File: src/design/drl_pkg.sv
// Package for the DDA line rasterizer: default sizes, queue depth and item codes.
// Used by drl_front and by the top level dda_line_rasterizer_core.
package drl_pkg;

    localparam int COORD_BITS_DEF = 10;
    localparam int FRAC_BITS_DEF  = 16;

    // command queue between front and back, a power of two
    localparam int Q_DEPTH = 4;
    localparam int QP_W    = $clog2(Q_DEPTH);

    // item kinds carried on tuser
    localparam logic MODE_LOAD    = 1'b0;
    localparam logic MODE_ADVANCE = 1'b1;

endpackage

File: src/design/drl_front.sv
// Front end of the DDA line rasterizer: accepts items, classifies loads and advances,
// works out |dx|, |dy| and the step count, and queues the commands. Depends on drl_pkg.
module drl_front #(
    parameter int COORD_BITS = 10
) (
    input  logic                  i_clk,
    input  logic                  i_rst_n,
    input  logic                  i_s_tvalid,
    output logic                  o_s_tready,
    input  logic                  i_mode,
    input  logic [COORD_BITS-1:0] i_start_x,
    input  logic [COORD_BITS-1:0] i_start_y,
    input  logic [COORD_BITS-1:0] i_end_x,
    input  logic [COORD_BITS-1:0] i_end_y,
    output logic                  o_cmd_valid,
    input  logic                  i_cmd_ready,
    output logic                  o_cmd_load,
    output logic [COORD_BITS-1:0] o_sx,
    output logic [COORD_BITS-1:0] o_sy,
    output logic [COORD_BITS-1:0] o_ax,
    output logic [COORD_BITS-1:0] o_ay,
    output logic                  o_neg_x,
    output logic                  o_neg_y,
    output logic [COORD_BITS-1:0] o_steps
);
    import drl_pkg::*;

    localparam int C     = COORD_BITS;
    localparam int CMD_W = 5 * C + 3;

    logic [C:0]       w_dx;
    logic [C:0]       w_dy;
    logic [C:0]       w_dx_neg;
    logic [C:0]       w_dy_neg;
    logic [C-1:0]     w_ax;
    logic [C-1:0]     w_ay;
    logic [C-1:0]     w_steps;
    logic [CMD_W-1:0] w_entry;
    logic [CMD_W-1:0] w_head;
    logic             w_push;
    logic             w_pop;

    logic [CMD_W-1:0] r_q [Q_DEPTH];
    logic [QP_W-1:0]  r_wr_ptr;
    logic [QP_W-1:0]  r_rd_ptr;
    logic [QP_W:0]    r_cnt;

    // classify: absolute deltas and the major-axis length
    assign w_dx     = {1'b0, i_end_x} - {1'b0, i_start_x};
    assign w_dy     = {1'b0, i_end_y} - {1'b0, i_start_y};
    assign w_dx_neg = -w_dx;
    assign w_dy_neg = -w_dy;
    assign w_ax     = w_dx[C] ? w_dx_neg[C-1:0] : w_dx[C-1:0];
    assign w_ay     = w_dy[C] ? w_dy_neg[C-1:0] : w_dy[C-1:0];
    assign w_steps  = (w_ax > w_ay) ? w_ax : w_ay;

    assign w_entry = {w_steps, w_dy[C], w_dx[C], w_ay, w_ax, i_start_y, i_start_x,
                      (i_mode == MODE_LOAD)};

    assign o_s_tready  = (r_cnt != (QP_W+1)'(Q_DEPTH));
    assign o_cmd_valid = (r_cnt != '0);
    assign w_push      = i_s_tvalid && o_s_tready;
    assign w_pop       = o_cmd_valid && i_cmd_ready;

    assign w_head     = r_q[r_rd_ptr];
    assign o_cmd_load = w_head[0];
    assign o_sx       = w_head[C:1];
    assign o_sy       = w_head[2*C:C+1];
    assign o_ax       = w_head[3*C:2*C+1];
    assign o_ay       = w_head[4*C:3*C+1];
    assign o_neg_x    = w_head[4*C+1];
    assign o_neg_y    = w_head[4*C+2];
    assign o_steps    = w_head[5*C+2:4*C+3];

    always_ff @(posedge i_clk) begin
        if (w_push) begin
            r_q[r_wr_ptr] <= w_entry;
        end
    end

    always_ff @(posedge i_clk) begin
        if (!i_rst_n) begin
            r_wr_ptr <= '0;
            r_rd_ptr <= '0;
            r_cnt    <= '0;
        end else begin
            if (w_push) begin
                r_wr_ptr <= r_wr_ptr + QP_W'(1);
            end
            if (w_pop) begin
                r_rd_ptr <= r_rd_ptr + QP_W'(1);
            end
            if (w_push && !w_pop) begin
                r_cnt <= r_cnt + (QP_W+1)'(1);
            end else if (w_pop && !w_push) begin
                r_cnt <= r_cnt - (QP_W+1)'(1);
            end
        end
    end

    a_cnt_bound: assert property (@(posedge i_clk) disable iff (!i_rst_n)
        r_cnt <= (QP_W+1)'(Q_DEPTH))
        else $error("queue count beyond depth");

    a_push_grows: assert property (@(posedge i_clk) disable iff (!i_rst_n)
        (w_push && !w_pop) |=> (r_cnt == $past(r_cnt) + (QP_W+1)'(1)))
        else $error("queue count did not grow on push");

    a_pop_shrinks: assert property (@(posedge i_clk) disable iff (!i_rst_n)
        (w_pop && !w_push) |=> (r_cnt == $past(r_cnt) - (QP_W+1)'(1)))
        else $error("queue count did not shrink on pop");

endmodule

File: src/design/drl_back.sv
// Back end of the DDA line rasterizer: restoring divider for the Q.FRAC increments,
// position accumulators, pixel rounding and the output register. No package needed.
module drl_back #(
    parameter int COORD_BITS = 10,
    parameter int FRAC_BITS  = 16
) (
    input  logic                  i_clk,
    input  logic                  i_rst_n,
    input  logic                  i_cmd_valid,
    output logic                  o_cmd_ready,
    input  logic                  i_cmd_load,
    input  logic [COORD_BITS-1:0] i_sx,
    input  logic [COORD_BITS-1:0] i_sy,
    input  logic [COORD_BITS-1:0] i_ax,
    input  logic [COORD_BITS-1:0] i_ay,
    input  logic                  i_neg_x,
    input  logic                  i_neg_y,
    input  logic [COORD_BITS-1:0] i_steps,
    output logic                  o_m_tvalid,
    input  logic                  i_m_tready,
    output logic [COORD_BITS-1:0] o_pixel_x,
    output logic [COORD_BITS-1:0] o_pixel_y,
    output logic                  o_last_point
);
    localparam int C     = COORD_BITS;
    localparam int F     = FRAC_BITS;
    localparam int POS_W = C + 2 + F;
    localparam int INC_W = F + 2;
    localparam int CNT_W = $clog2(F + 1);
    localparam logic [POS_W-1:0] HALF = POS_W'(1) << (F - 1);

    logic             r_busy,   n_busy;
    logic [CNT_W-1:0] r_cnt,    n_cnt;
    logic [C:0]       r_rem_x,  n_rem_x;
    logic [C:0]       r_rem_y,  n_rem_y;
    logic [F:0]       r_q_x,    n_q_x;
    logic [F:0]       r_q_y,    n_q_y;
    logic [C-1:0]     r_steps,  n_steps;
    logic             r_neg_x,  n_neg_x;
    logic             r_neg_y,  n_neg_y;
    logic [POS_W-1:0] r_pos_x,  n_pos_x;
    logic [POS_W-1:0] r_pos_y,  n_pos_y;
    logic [INC_W-1:0] r_inc_x,  n_inc_x;
    logic [INC_W-1:0] r_inc_y,  n_inc_y;
    logic [C:0]       r_pts,    n_pts;
    logic             r_active, n_active;
    logic             r_ovalid, n_ovalid;
    logic [C-1:0]     r_px,     n_px;
    logic [C-1:0]     r_py,     n_py;
    logic             r_olast,  n_olast;

    logic             w_pop;
    logic             w_ge_x;
    logic             w_ge_y;
    logic [C:0]       w_sub_x;
    logic [C:0]       w_sub_y;
    logic [C:0]       w_keep_x;
    logic [C:0]       w_keep_y;
    logic [F:0]       w_qn_x;
    logic [F:0]       w_qn_y;
    logic [POS_W-1:0] w_rnd_x;
    logic [POS_W-1:0] w_rnd_y;

    // loads may pass a stalled output; advances need a free output slot
    assign o_cmd_ready = !r_busy && (i_cmd_load || !r_ovalid || i_m_tready);
    assign w_pop       = i_cmd_valid && o_cmd_ready;

    // one restoring-division step per cycle on each axis
    assign w_ge_x   = (r_rem_x >= {1'b0, r_steps});
    assign w_ge_y   = (r_rem_y >= {1'b0, r_steps});
    assign w_sub_x  = r_rem_x - {1'b0, r_steps};
    assign w_sub_y  = r_rem_y - {1'b0, r_steps};
    assign w_keep_x = w_ge_x ? w_sub_x : r_rem_x;
    assign w_keep_y = w_ge_y ? w_sub_y : r_rem_y;
    assign w_qn_x   = {r_q_x[F-1:0], w_ge_x};
    assign w_qn_y   = {r_q_y[F-1:0], w_ge_y};

    // round half up
    assign w_rnd_x = r_pos_x + HALF;
    assign w_rnd_y = r_pos_y + HALF;

    always_comb begin
        n_busy   = r_busy;
        n_cnt    = r_cnt;
        n_rem_x  = r_rem_x;
        n_rem_y  = r_rem_y;
        n_q_x    = r_q_x;
        n_q_y    = r_q_y;
        n_steps  = r_steps;
        n_neg_x  = r_neg_x;
        n_neg_y  = r_neg_y;
        n_pos_x  = r_pos_x;
        n_pos_y  = r_pos_y;
        n_inc_x  = r_inc_x;
        n_inc_y  = r_inc_y;
        n_pts    = r_pts;
        n_active = r_active;
        n_ovalid = r_ovalid;
        n_px     = r_px;
        n_py     = r_py;
        n_olast  = r_olast;

        if (r_ovalid && i_m_tready) begin
            n_ovalid = 1'b0;
        end

        if (r_busy) begin
            n_rem_x = {w_keep_x[C-1:0], 1'b0};
            n_rem_y = {w_keep_y[C-1:0], 1'b0};
            n_q_x   = w_qn_x;
            n_q_y   = w_qn_y;
            if (r_cnt == '0) begin
                n_busy  = 1'b0;
                n_inc_x = r_neg_x ? -{1'b0, w_qn_x} : {1'b0, w_qn_x};
                n_inc_y = r_neg_y ? -{1'b0, w_qn_y} : {1'b0, w_qn_y};
            end else begin
                n_cnt = r_cnt - CNT_W'(1);
            end
        end else if (w_pop) begin
            if (i_cmd_load) begin
                n_pos_x  = {2'b00, i_sx, F'(0)};
                n_pos_y  = {2'b00, i_sy, F'(0)};
                n_pts    = {1'b0, i_steps} + (C+1)'(1);
                n_active = 1'b1;
                n_steps  = i_steps;
                n_neg_x  = i_neg_x;
                n_neg_y  = i_neg_y;
                n_rem_x  = {1'b0, i_ax};
                n_rem_y  = {1'b0, i_ay};
                n_q_x    = '0;
                n_q_y    = '0;
                n_inc_x  = '0;
                n_inc_y  = '0;
                if (i_steps != '0) begin
                    n_busy = 1'b1;
                    n_cnt  = CNT_W'(F);
                end
            end else if (r_active) begin
                n_ovalid = 1'b1;
                n_px     = w_rnd_x[F+C-1:F];
                n_py     = w_rnd_y[F+C-1:F];
                n_olast  = (r_pts == (C+1)'(1));
                n_pts    = r_pts - (C+1)'(1);
                if (r_pts == (C+1)'(1)) begin
                    n_active = 1'b0;
                end else begin
                    n_pos_x = r_pos_x + {{C{r_inc_x[INC_W-1]}}, r_inc_x};
                    n_pos_y = r_pos_y + {{C{r_inc_y[INC_W-1]}}, r_inc_y};
                end
            end
        end
    end

    always_ff @(posedge i_clk) begin
        if (!i_rst_n) begin
            r_busy   <= 1'b0;
            r_cnt    <= '0;
            r_pos_x  <= '0;
            r_pos_y  <= '0;
            r_inc_x  <= '0;
            r_inc_y  <= '0;
            r_pts    <= '0;
            r_active <= 1'b0;
            r_ovalid <= 1'b0;
        end else begin
            r_busy   <= n_busy;
            r_cnt    <= n_cnt;
            r_pos_x  <= n_pos_x;
            r_pos_y  <= n_pos_y;
            r_inc_x  <= n_inc_x;
            r_inc_y  <= n_inc_y;
            r_pts    <= n_pts;
            r_active <= n_active;
            r_ovalid <= n_ovalid;
        end
    end

    always_ff @(posedge i_clk) begin
        r_rem_x <= n_rem_x;
        r_rem_y <= n_rem_y;
        r_q_x   <= n_q_x;
        r_q_y   <= n_q_y;
        r_steps <= n_steps;
        r_neg_x <= n_neg_x;
        r_neg_y <= n_neg_y;
        r_px    <= n_px;
        r_py    <= n_py;
        r_olast <= n_olast;
    end

    assign o_m_tvalid   = r_ovalid;
    assign o_pixel_x    = r_px;
    assign o_pixel_y    = r_py;
    assign o_last_point = r_olast;

    a_active_pts: assert property (@(posedge i_clk) disable iff (!i_rst_n)
        r_active |-> (r_pts != '0))
        else $error("active line with no points left");

    a_div_blocks: assert property (@(posedge i_clk) disable iff (!i_rst_n)
        r_busy |-> !w_pop)
        else $error("command taken during division");

    a_load_divides: assert property (@(posedge i_clk) disable iff (!i_rst_n)
        (w_pop && i_cmd_load && (i_steps != '0)) |=> (r_busy && r_active))
        else $error("load did not start the divider");

    a_last_ends: assert property (@(posedge i_clk) disable iff (!i_rst_n)
        (w_pop && !i_cmd_load && r_active && (r_pts == (C+1)'(1)))
        |=> (!r_active && r_ovalid && r_olast))
        else $error("final pixel did not end the line");

endmodule

File: src/design/dda_line_rasterizer_core.sv
// Top level of the DDA line rasterizer: stream ports, front end and back end.
// Depends on drl_pkg, drl_front and drl_back.
//
// Usage:
//   Slave channel s_axis carries one item per handshake. tuser holds the mode:
//   0 loads a line from (start_x,start_y) to (end_x,end_y), 1 asks for the next pixel.
//   A load gives no result; each advance on an active line gives one pixel on the
//   master channel m_axis, with tlast set on the line's end point. An advance with
//   no line active is dropped. A new load replaces the current line.
//   With the queue empty, an accepted advance is written into the queue, then taken by
//   the back end, which registers its pixel in the output register that drives m_axis.
//   Advances go through one per cycle while the queue is not full, the back end is not
//   dividing and the output register is free or being read. A load with distinct
//   endpoints keeps the back end busy while the restoring divider forms both increments,
//   one quotient bit per cycle; equal endpoints start no division.
//   A four-entry queue sits between front and back, so items keep coming in while
//   the divider runs or the receiver stalls, until the queue fills; then
//   s_axis_tready drops. A stalled result holds in the output register.
//   Reset (synchronous, active low) empties the queue, drops any line and clears
//   the output valid.
module dda_line_rasterizer_core #(
    parameter int COORD_BITS = drl_pkg::COORD_BITS_DEF,
    parameter int FRAC_BITS  = drl_pkg::FRAC_BITS_DEF,
    parameter int IN_DATA_W  = ((4 * COORD_BITS + 7) / 8) * 8,
    parameter int OUT_DATA_W = ((2 * COORD_BITS + 7) / 8) * 8
) (
    input  logic                  i_clk,
    input  logic                  i_rst_n,
    input  logic                  s_axis_tvalid,
    output logic                  s_axis_tready,
    // tdata from bit 0: start_x, start_y, end_x, end_y, zero fill
    input  logic [IN_DATA_W-1:0]  s_axis_tdata,
    // tuser: mode
    input  logic                  s_axis_tuser,
    output logic                  m_axis_tvalid,
    input  logic                  m_axis_tready,
    // tdata from bit 0: pixel_x, pixel_y, zero fill
    output logic [OUT_DATA_W-1:0] m_axis_tdata,
    // tlast: last_point
    output logic                  m_axis_tlast
);
    import drl_pkg::*;

    localparam int C = COORD_BITS;

    logic         w_cmd_valid;
    logic         w_cmd_ready;
    logic         w_cmd_load;
    logic [C-1:0] w_sx;
    logic [C-1:0] w_sy;
    logic [C-1:0] w_ax;
    logic [C-1:0] w_ay;
    logic         w_neg_x;
    logic         w_neg_y;
    logic [C-1:0] w_steps;
    logic [C-1:0] w_pixel_x;
    logic [C-1:0] w_pixel_y;

    // classify and queue incoming items
    drl_front #(
        .COORD_BITS (COORD_BITS)
    ) u_front (
        .i_clk       (i_clk),
        .i_rst_n     (i_rst_n),
        .i_s_tvalid  (s_axis_tvalid),
        .o_s_tready  (s_axis_tready),
        .i_mode      (s_axis_tuser),
        .i_start_x   (s_axis_tdata[C-1:0]),
        .i_start_y   (s_axis_tdata[2*C-1:C]),
        .i_end_x     (s_axis_tdata[3*C-1:2*C]),
        .i_end_y     (s_axis_tdata[4*C-1:3*C]),
        .o_cmd_valid (w_cmd_valid),
        .i_cmd_ready (w_cmd_ready),
        .o_cmd_load  (w_cmd_load),
        .o_sx        (w_sx),
        .o_sy        (w_sy),
        .o_ax        (w_ax),
        .o_ay        (w_ay),
        .o_neg_x     (w_neg_x),
        .o_neg_y     (w_neg_y),
        .o_steps     (w_steps)
    );

    // divide on load, step and round on advance
    drl_back #(
        .COORD_BITS (COORD_BITS),
        .FRAC_BITS  (FRAC_BITS)
    ) u_back (
        .i_clk        (i_clk),
        .i_rst_n      (i_rst_n),
        .i_cmd_valid  (w_cmd_valid),
        .o_cmd_ready  (w_cmd_ready),
        .i_cmd_load   (w_cmd_load),
        .i_sx         (w_sx),
        .i_sy         (w_sy),
        .i_ax         (w_ax),
        .i_ay         (w_ay),
        .i_neg_x      (w_neg_x),
        .i_neg_y      (w_neg_y),
        .i_steps      (w_steps),
        .o_m_tvalid   (m_axis_tvalid),
        .i_m_tready   (m_axis_tready),
        .o_pixel_x    (w_pixel_x),
        .o_pixel_y    (w_pixel_y),
        .o_last_point (m_axis_tlast)
    );

    // pack the pixel, zero fill to whole bytes
    assign m_axis_tdata = OUT_DATA_W'({w_pixel_y, w_pixel_x});

endmodule
File: config.mk
export PLATFORM = sky130hd
export DESIGN_NAME = dda_line_rasterizer_core
export DESIGN_NICKNAME = d
export VERILOG_FILES = /design/src/design/drl_pkg.sv /design/src/design/drl_front.sv /design/src/design/drl_back.sv /design/src/design/dda_line_rasterizer_core.sv
export SDC_FILE = /design/constraint.sdc
export NUM_CORES = 1
export LEC_CHECK = 0
export BUFFER_PORTS_ARGS = -buffer_cell sky130_fd_sc_hd__buf_2
export CAP_MARGIN = 20
export CORE_UTILIZATION = 63
export DETAILED_ROUTE_END_ITERATION = 7
export PLACE_DENSITY = 0.79
export SLEW_MARGIN = 5
export SYNTH_ARGS = -nofsm -noshare
export SYNTH_HDL_FRONTEND = slang
export SYNTH_HIERARCHICAL = 1
export SYNTH_SLANG_ARGS = --single-unit
export TNS_END_PERCENT = 5
File: constraint.sdc
create_clock -name i_clk -period 5.3 [get_ports i_clk]
set_input_delay 0.265 -clock i_clk [delete_from_list [all_inputs] [get_ports i_clk]]
set_output_delay 0.265 -clock i_clk [all_outputs]
set_load 0.02 [all_outputs]
[Yosys cells after proc, flatten, opt, wreduce, memory -nomap -nowiden]
Memories as Yosys holds them, arrays and structs flattened. A register that Yosys moved wholly into a read port is not among the register bits.
Index checks and enable logic that the tools add are counted.
Word-level totals
  register bits after elaboration: 205
  bits in writable memories: 212
  output and inout bits: 27
  memories: 1
Memory list
  u_front.r_q: depth 4, bits a word 53, read ports 1, clocked after Yosys merged registers in 1, write ports 1, line drl_front.sv:43  | logic [CMD_W-1:0] r_q [Q_DEPTH];
Cells by class
  add/subtract/negate cells: 19
  magnitude comparators: 3
  equal/unequal tests: 5
  muxes and demuxes: 55
  bitwise logic cells: 3
  reductions and logical operators: 29
Operator list (number)
  two-way mux 28 bit: 6
  two-way mux 18 bit: 8
  two-way mux 11 bit: 8
  two-way mux 16 bit: 4
  adder 28 bit: 2
  adder 26 x 16 -> 26 bit (second input constant): 2
  two-way mux 10 bit: 5
  negator 17 -> 18 bit: 2
  two-way mux 5 bit: 5
  >= comparator 11 x 10 -> 1 bit: 2
  subtractor 10 x 10 -> 11 bit: 2
  negator 10 bit: 2
  subtractor 10 bit: 2
  two-way mux 1 bit: 15
  AND reduction 4 bit: 3
  adder 10 x 1 -> 11 bit (second input constant): 1
  equality test 11 x 1 -> 1 bit (second input constant): 1
  subtractor 11 x 1 -> 11 bit (second input constant): 1
  > comparator 10 bit: 1
  nonzero test 10 bit: 1
  nonzero test 2 bit: 5
  AND reduction 3 bit: 3
  logical AND 1 bit: 6
  two-way mux 3 bit: 2
  other kinds (13): 25

[Logic depth before layout (Yosys ltp)]
  depth after elaboration: 8
  mapped depth: 22
  mapped depth without buffers: 21

[Hierarchy]
The synthesis kept the hierarchy.
Modules (own cells, without submodules)
  drl_back: times used 1, cells each 1364, area each 12115.4 um^2, sequential area each 4734.5 um^2
  drl_front: times used 1, cells each 553, area each 9789.4 um^2, sequential area each 6546.3 um^2
  dda_line_rasterizer_core: times used 1, cells each 5, area each 33.8 um^2, sequential area each 0.0 um^2

[Least setup slack after synthesis]
Ideal clock, no wire load.
  kind: input port to flip-flop
  from: input port s_axis_tdata[30]
  to: memory u_front/r_q[0][45] (netlist name) (data pin)
  setup time: 0.266 ns
  arrival: 3.815 ns
  data required time: 5.034 ns
  setup slack: 1.218 ns
  stages: 21
  path buffers: 1
  cell sequence: inv_1 ha_1 fa_1 nand2b_2 a21oi_2 a211oi_1 a21oi_2 a31o_4 inv_2 and2_1 xnor2_2 inv_1 ha_1 nand4_1 nor2_1 o21ai_0 nand2_1 nor3_1 a31oi_1 buf_1 mux2_2
On the way
  elaborated cells between the ends (all ways): 5
  classes of those cells: add/sub (2); order compare (1); mux (2)
RTL lines
  start, declared: line dda_line_rasterizer_core.sv:32  | input logic [IN_DATA_W-1:0] s_axis_tdata,
  subtractor 10 x 10 -> 11 bit: line drl_front.sv:50  | assign w_dy = {1'b0, i_end_y} - {1'b0, i_start_y};
  net u_front.w_dy[10]: line drl_front.sv:32  | logic [C:0] w_dy;
  two-way mux 10 bit: line drl_front.sv:54  | assign w_ay = w_dy[C] ? w_dy_neg[C-1:0] : w_dy[C-1:0];
  net u_front.w_ay[3]: line drl_front.sv:36  | logic [C-1:0] w_ay;
  > comparator 10 bit: line drl_front.sv:55  | assign w_steps = (w_ax > w_ay) ? w_ax : w_ay;
  two-way mux 10 bit: line drl_front.sv:55
  net u_front.w_entry[45]: line drl_front.sv:38  | logic [CMD_W-1:0] w_entry;
  end, declared: line drl_front.sv:43
The timed path passes the listed nets, and every way through them passes these cells.

[Worst setup path in the final report]
  from: input port s_axis_tdata[0]
  to: memory u_front/r_q[0][50] (netlist name) (data pin)
On the way
  cells in the longest elaborated chain, start to end: 5
Ends and longest elaborated chain
  subtractor 10 x 10 -> 11 bit (*): line drl_front.sv:49  | assign w_dx = {1'b0, i_end_x} - {1'b0, i_start_x};
  negator 10 bit: line drl_front.sv:51  | assign w_dx_neg = -w_dx;
  two-way mux 10 bit (*): line drl_front.sv:53  | assign w_ax = w_dx[C] ? w_dx_neg[C-1:0] : w_dx[C-1:0];
  net u_front.w_ax[8]: line drl_front.sv:35  | logic [C-1:0] w_ax;
  > comparator 10 bit (*): line drl_front.sv:55
  two-way mux 10 bit (*): line drl_front.sv:55
  net u_front.w_entry[50]: line drl_front.sv:38
The timed path passes the listed nets; every way through them passes the cells marked *.

==> summary.md <==
| Metric | Value |
|---|---|
| Crit Path Category | `in2reg` |
| Critical-path cell list | `dlygate4sd3_1 > buf_2 > ha_1 > inv_1 > fa_1 > a21o_1 > a2bb2oi_2 > and2b_1 > xnor2_1 > nor4_1 > a41o_1 > xnor2_1 > inv_1 > ha_1 > nand4_1 > nor2_1 > o21ai_0 > nand2_1 > nor3_1 > a31oi_1 > buf_4 > mux2_2` |
| Num CTS Buffers | `43` |
| Compound-Gate Fraction of Synth Area | `14.0%` |
| Initial antenna violation count | `2` |
| Multi-input logic area | `0.00999 sq mm` |
| Mapped Cells | `approximately 1900` |
| CP bufs+invs | `5` |
| Starting Density | `64.8%` |
| Startpoint types | `input pin` |
| GRT overflow | `0` |
| Port Buffers | `67` |
| Synth Area in XOR/XNOR | `5.85%` |
| Flops & latches, synth | `approximately 420` |
| Ys async rst share | `0%` |
| DIE AREA | `0.0356 sq mm` |
| CP Depth | `22` |
| Most used DFF post-synth | `edfxtp_1` |
| Dpl ws | `0.829 ns` |
| Chip Height | `~190 microns` |
| Sequential share of the synthesized area | `51.4%` |
| Pwr per Cell Area | `553 mW/mm^2` |
| # IOs | `72` |
| Drt initial violations | `1252` |
| Final HPWL DP | `33.7 mm` |
| Status | `finished, final reports clean` |
| Layout net count | `around 2200` |
| Die width | `189 microns` |
| Post-synthesis mux area share | `6.39%` |
| Period utilisation layout | `86.4%` |
| DRC Markers | `0` |
| Vias in the first global route | `15700` |
| Final Power | `13.5 mW` |
| Post-Place Cells | `2385` |
| Max transition margin | `35.9%` |
| Synthesis-to-layout area growth | `11.0%` |
| Worst-path maximum fanout | `10` |
| Register area | `0.0113 sq mm` |
| Tmin final | `about 4.6 ns` |
| Max_cap viols | `0` |
| Cell area after synthesis | `0.0219 sq mm` |
| Worst-margin pin slew | `approximately 0.96 ns` |
| Max Freq | `approximately 220 MHz` |
| Final setup TNS | `0 ns` |
| Final setup fails | `0` |
| Synth Warn # | `6` |
| CP delay by family, top | `buffers and inverters` |
| Endpoints failing hold | `0` |
| Clock slew at reported path FFs | `0.06 ns` |
| Detail Route Antenna Nets | `0` |
| Largest net degree at the start of global routing | `55` |
| CTS Root Cell | `clkbuf_16` |
| RSZ-0062 raised after global routing | `no` |
| Placed inst area | `0.0227 sq mm` |
| Avg WL per Cell | `20.2 microns` |
| WL final | `50.3 mm` |
| Peak supply drop | `0.478 mV` |
| GP Congestion | `~0.93` |
| Post-Syn Area per Cell | `approximately 11 sq um` |
| Vias/cell | `6.27` |
| RR Startpoint | `u_back/r_steps[1]$_DFFE_PP_` |
| R2R cell count | `14` |
| Non-filler instance count after layout | `between 2000 and 2500` |
| Critical Path Max Stage Delay | `0.54 ns` |
| CTS tree | `yes` |
| Synth cell types | `89` |
| Critical Path AT | `4.87 ns` |
| H-tree Lvls | `2` |
| Combinational family with the most area after synthesis | `compound AO/OA/AOI/OAI gates` |
| CP Capture Type | `flip-flop` |
| Vias post-DR | `15600` |
| Reg2Reg Setup Slack | `about 1.2 ns` |
| Drt first pass iters | `5` |
| EDFF count, synth | `roughly 300` |
| First-pass GRT wire length | `80.8 mm` |
| Cts repair resizes | `0` |
| Cell area after layout | `0.0244 sq mm` |
| CP endpoint | `u_front/r_q[0][50]$_DFFE_PP_` |
| Site row count | `67` |
| Crit. Startpoint | `s_axis_tdata[0]` |
| Worst Slack Setup Final | `between 0.7 and 0.8 ns` |
| Share of layout cells above drive strength 1 | `12.7%` |
| Filler cells | `roughly 2300` |
| Core Region | `approximately 0.034 sq mm` |
| Crit path max-delay cell type | `dlygate4sd3_1` |
| CP required | `5.59 ns` |
| Simple-Gate Fraction of Synth Area | `a little under an eighth` |
| GRT Resource Usage Total | `28.8%` |
| Clock Skews | `0.0247 ns` |
| Worst r2r dst | `u_back/r_inc_y[16]$_SDFFE_PN0P_` |
| CTS sink cnt | `415` |
| Max Root-Sink Buffers | `3` |
| Adder-cell share of the synthesized area | `roughly 7.3%` |
| Worst-Skew Late Latency | `0.57 ns` |
| Slew Limit Fails | `0` |
| Leak pwr | `approximately 9.3 nW` |
| Worst hold path type | `in2reg` |
==> cell usage in the layout (no fill, tap or decap), types with 8 or more instances in the layout <==
master and count:
a31oi_1 12, o211ai_1 22, clkbuf_16 43, nor3_1 35, nor2_1 103, and3_1 17
clkinv_2 8, mux4_2 53, nand2_1 153, and2_1 40, buf_4 23, dlygate4sd3_1 20
clkbuf_1 8, a21o_1 28, inv_1 97, dfxtp_1 115, buf_2 67, or3_1 14
a22o_1 12, a21oi_1 116, nand2b_1 13, o21a_1 16, nand3_1 58, o21ai_0 114
xnor2_1 81, xor2_1 60, nand3b_1 20, edfxtp_1 297, nand4_1 12, ha_1 117
a22oi_1 23, a211oi_1 20, nor2b_1 12, mux2i_1 14, o31ai_1 27
==> flip-flops by register name, summed over array words and instances, names as in the netlist, 2 cells and up, named ones only <==
| signal | flops |
|---|---|
| u_back/r_pos_x | 26 |
| u_back/o_pixel_y | 10 |
| u_back/r_inc_x | 18 |
| u_back/r_q_x | 16 |
| u_front/r_q | 212 |
| u_back/r_pos_y | 26 |
| u_back/r_steps | 10 |
| u_back/o_pixel_x | 10 |
| u_front/r_wr_ptr | 2 |
| u_front/r_rd_ptr | 2 |
| u_front/r_cnt | 3 |
| u_back/r_rem_x | 11 |
| u_back/r_pts | 11 |
| u_back/r_rem_y | 11 |
| u_back/r_q_y | 16 |
| u_back/r_cnt | 5 |
| u_back/r_inc_y | 18 |
==> per-layer routing <==
| metal | global-route usage [%] | vias to the layer above | routed length (microns) |
|---|---|---|---|
| met5 | 0 | - | 0 |
| met4 | 9.34 | 0 | 1290 |
| met3 | 3.54 | 91 | 3170 |
| met2 | 52.1 | 537 | 25600 |
| met1 | 35.7 | 7596 | 20200 |
| li1 | - | 7356 | - |
==> worst min-delay path by stage <==
stage | from | end | slack (ns) | cells past startpoint
floorplan | s_axis_tdata[9] | u_front/r_q[0][10]$_DFFE_PP_ | 0.36 | 0
global placement | u_back/r_pts[10]$_SDFFE_PN0P_ | u_back/r_pts[10]$_SDFFE_PN0P_ | 0.44 | 2
detailed placement | u_back/r_inc_y[9]$_SDFFE_PN0P_ | u_back/r_inc_y[9]$_SDFFE_PN0P_ | 0.45 | 2
CTS | s_axis_tuser | u_front/r_q[2][0]$_DFFE_PP_ | 0.03 | 2
global route | s_axis_tuser | u_front/r_q[2][0]$_DFFE_PP_ | 0.04 | 2
finish | s_axis_tuser | u_front/r_q[2][0]$_DFFE_PP_ | 0.05 | 2
==> cells in the mapped netlist (23+ instances only) <==
cell	count	area, sq um
xnor2_1	81	709
inv_1	97	364
a21oi_1	116	581
dfxtp_1	118	2360
nor2_1	104	390
nor3_1	36	180
clkbuf_1	55	206
xor2_1	60	526
nand2_1	153	574
mux4_2	53	1190
ha_1	117	1460
a22oi_1	23	173
o21ai_0	114	571
a21o_1	28	210
edfxtp_1	297	8920
o31ai_1	27	203
nand3_1	58	290
and2_1	40	250
==> report_power, final <==
part	internal [mW]	leakage, nW	switching (mW)	total, mW
clock	1.78	0.700	1.27	3.05
combinational	2.08	4.84	3.28	5.36
sequential	4.49	3.72	0.557	5.05
total	8.35	9.26	5.11	13.5
==> logic make-up after synthesis <==
group / count (synthesis)
AOI/OAI and AO/OA: 466
xor gates and xnor gates: 144
adders and majority gates: 124
buffers and inverters: 178
DFF: 415
muxes: 73
other: 1
and+or+nand+nor: 521
==> metrics by stage <==
stage                     utilization (%)  hold slack, ns
after floorplan                         -           0.364
after global placement               67.1           0.442
after detailed placement             67.1           0.451
after CTS                            71.9          0.0275
after global routing                 71.9          0.0395
final                                71.9          0.0469
==> timing repair <==
| action | in CTS | in global routing |
|---|---|---|
| setup buffers | 0 | 0 |
| setup endpoints to repair | 0 | 0 |
| hold buffers | 20 | 0 |
| hold endpoints to repair | 80 | 0 |
==> final cells by class <==
class | instances | area share [%]
diodes | 1 | 0.0103
clock buffers | 56 | 4.82
clock inverters | 23 | 1.03
inverters | 101 | 1.56
multi-input cells | 1332 | 41.0
flip-flops and latches | 415 | 46.3
well taps | 448 | 2.30
repair buffers | 110 | 2.91
Note: power is estimated with default switching activity, not from simulation.
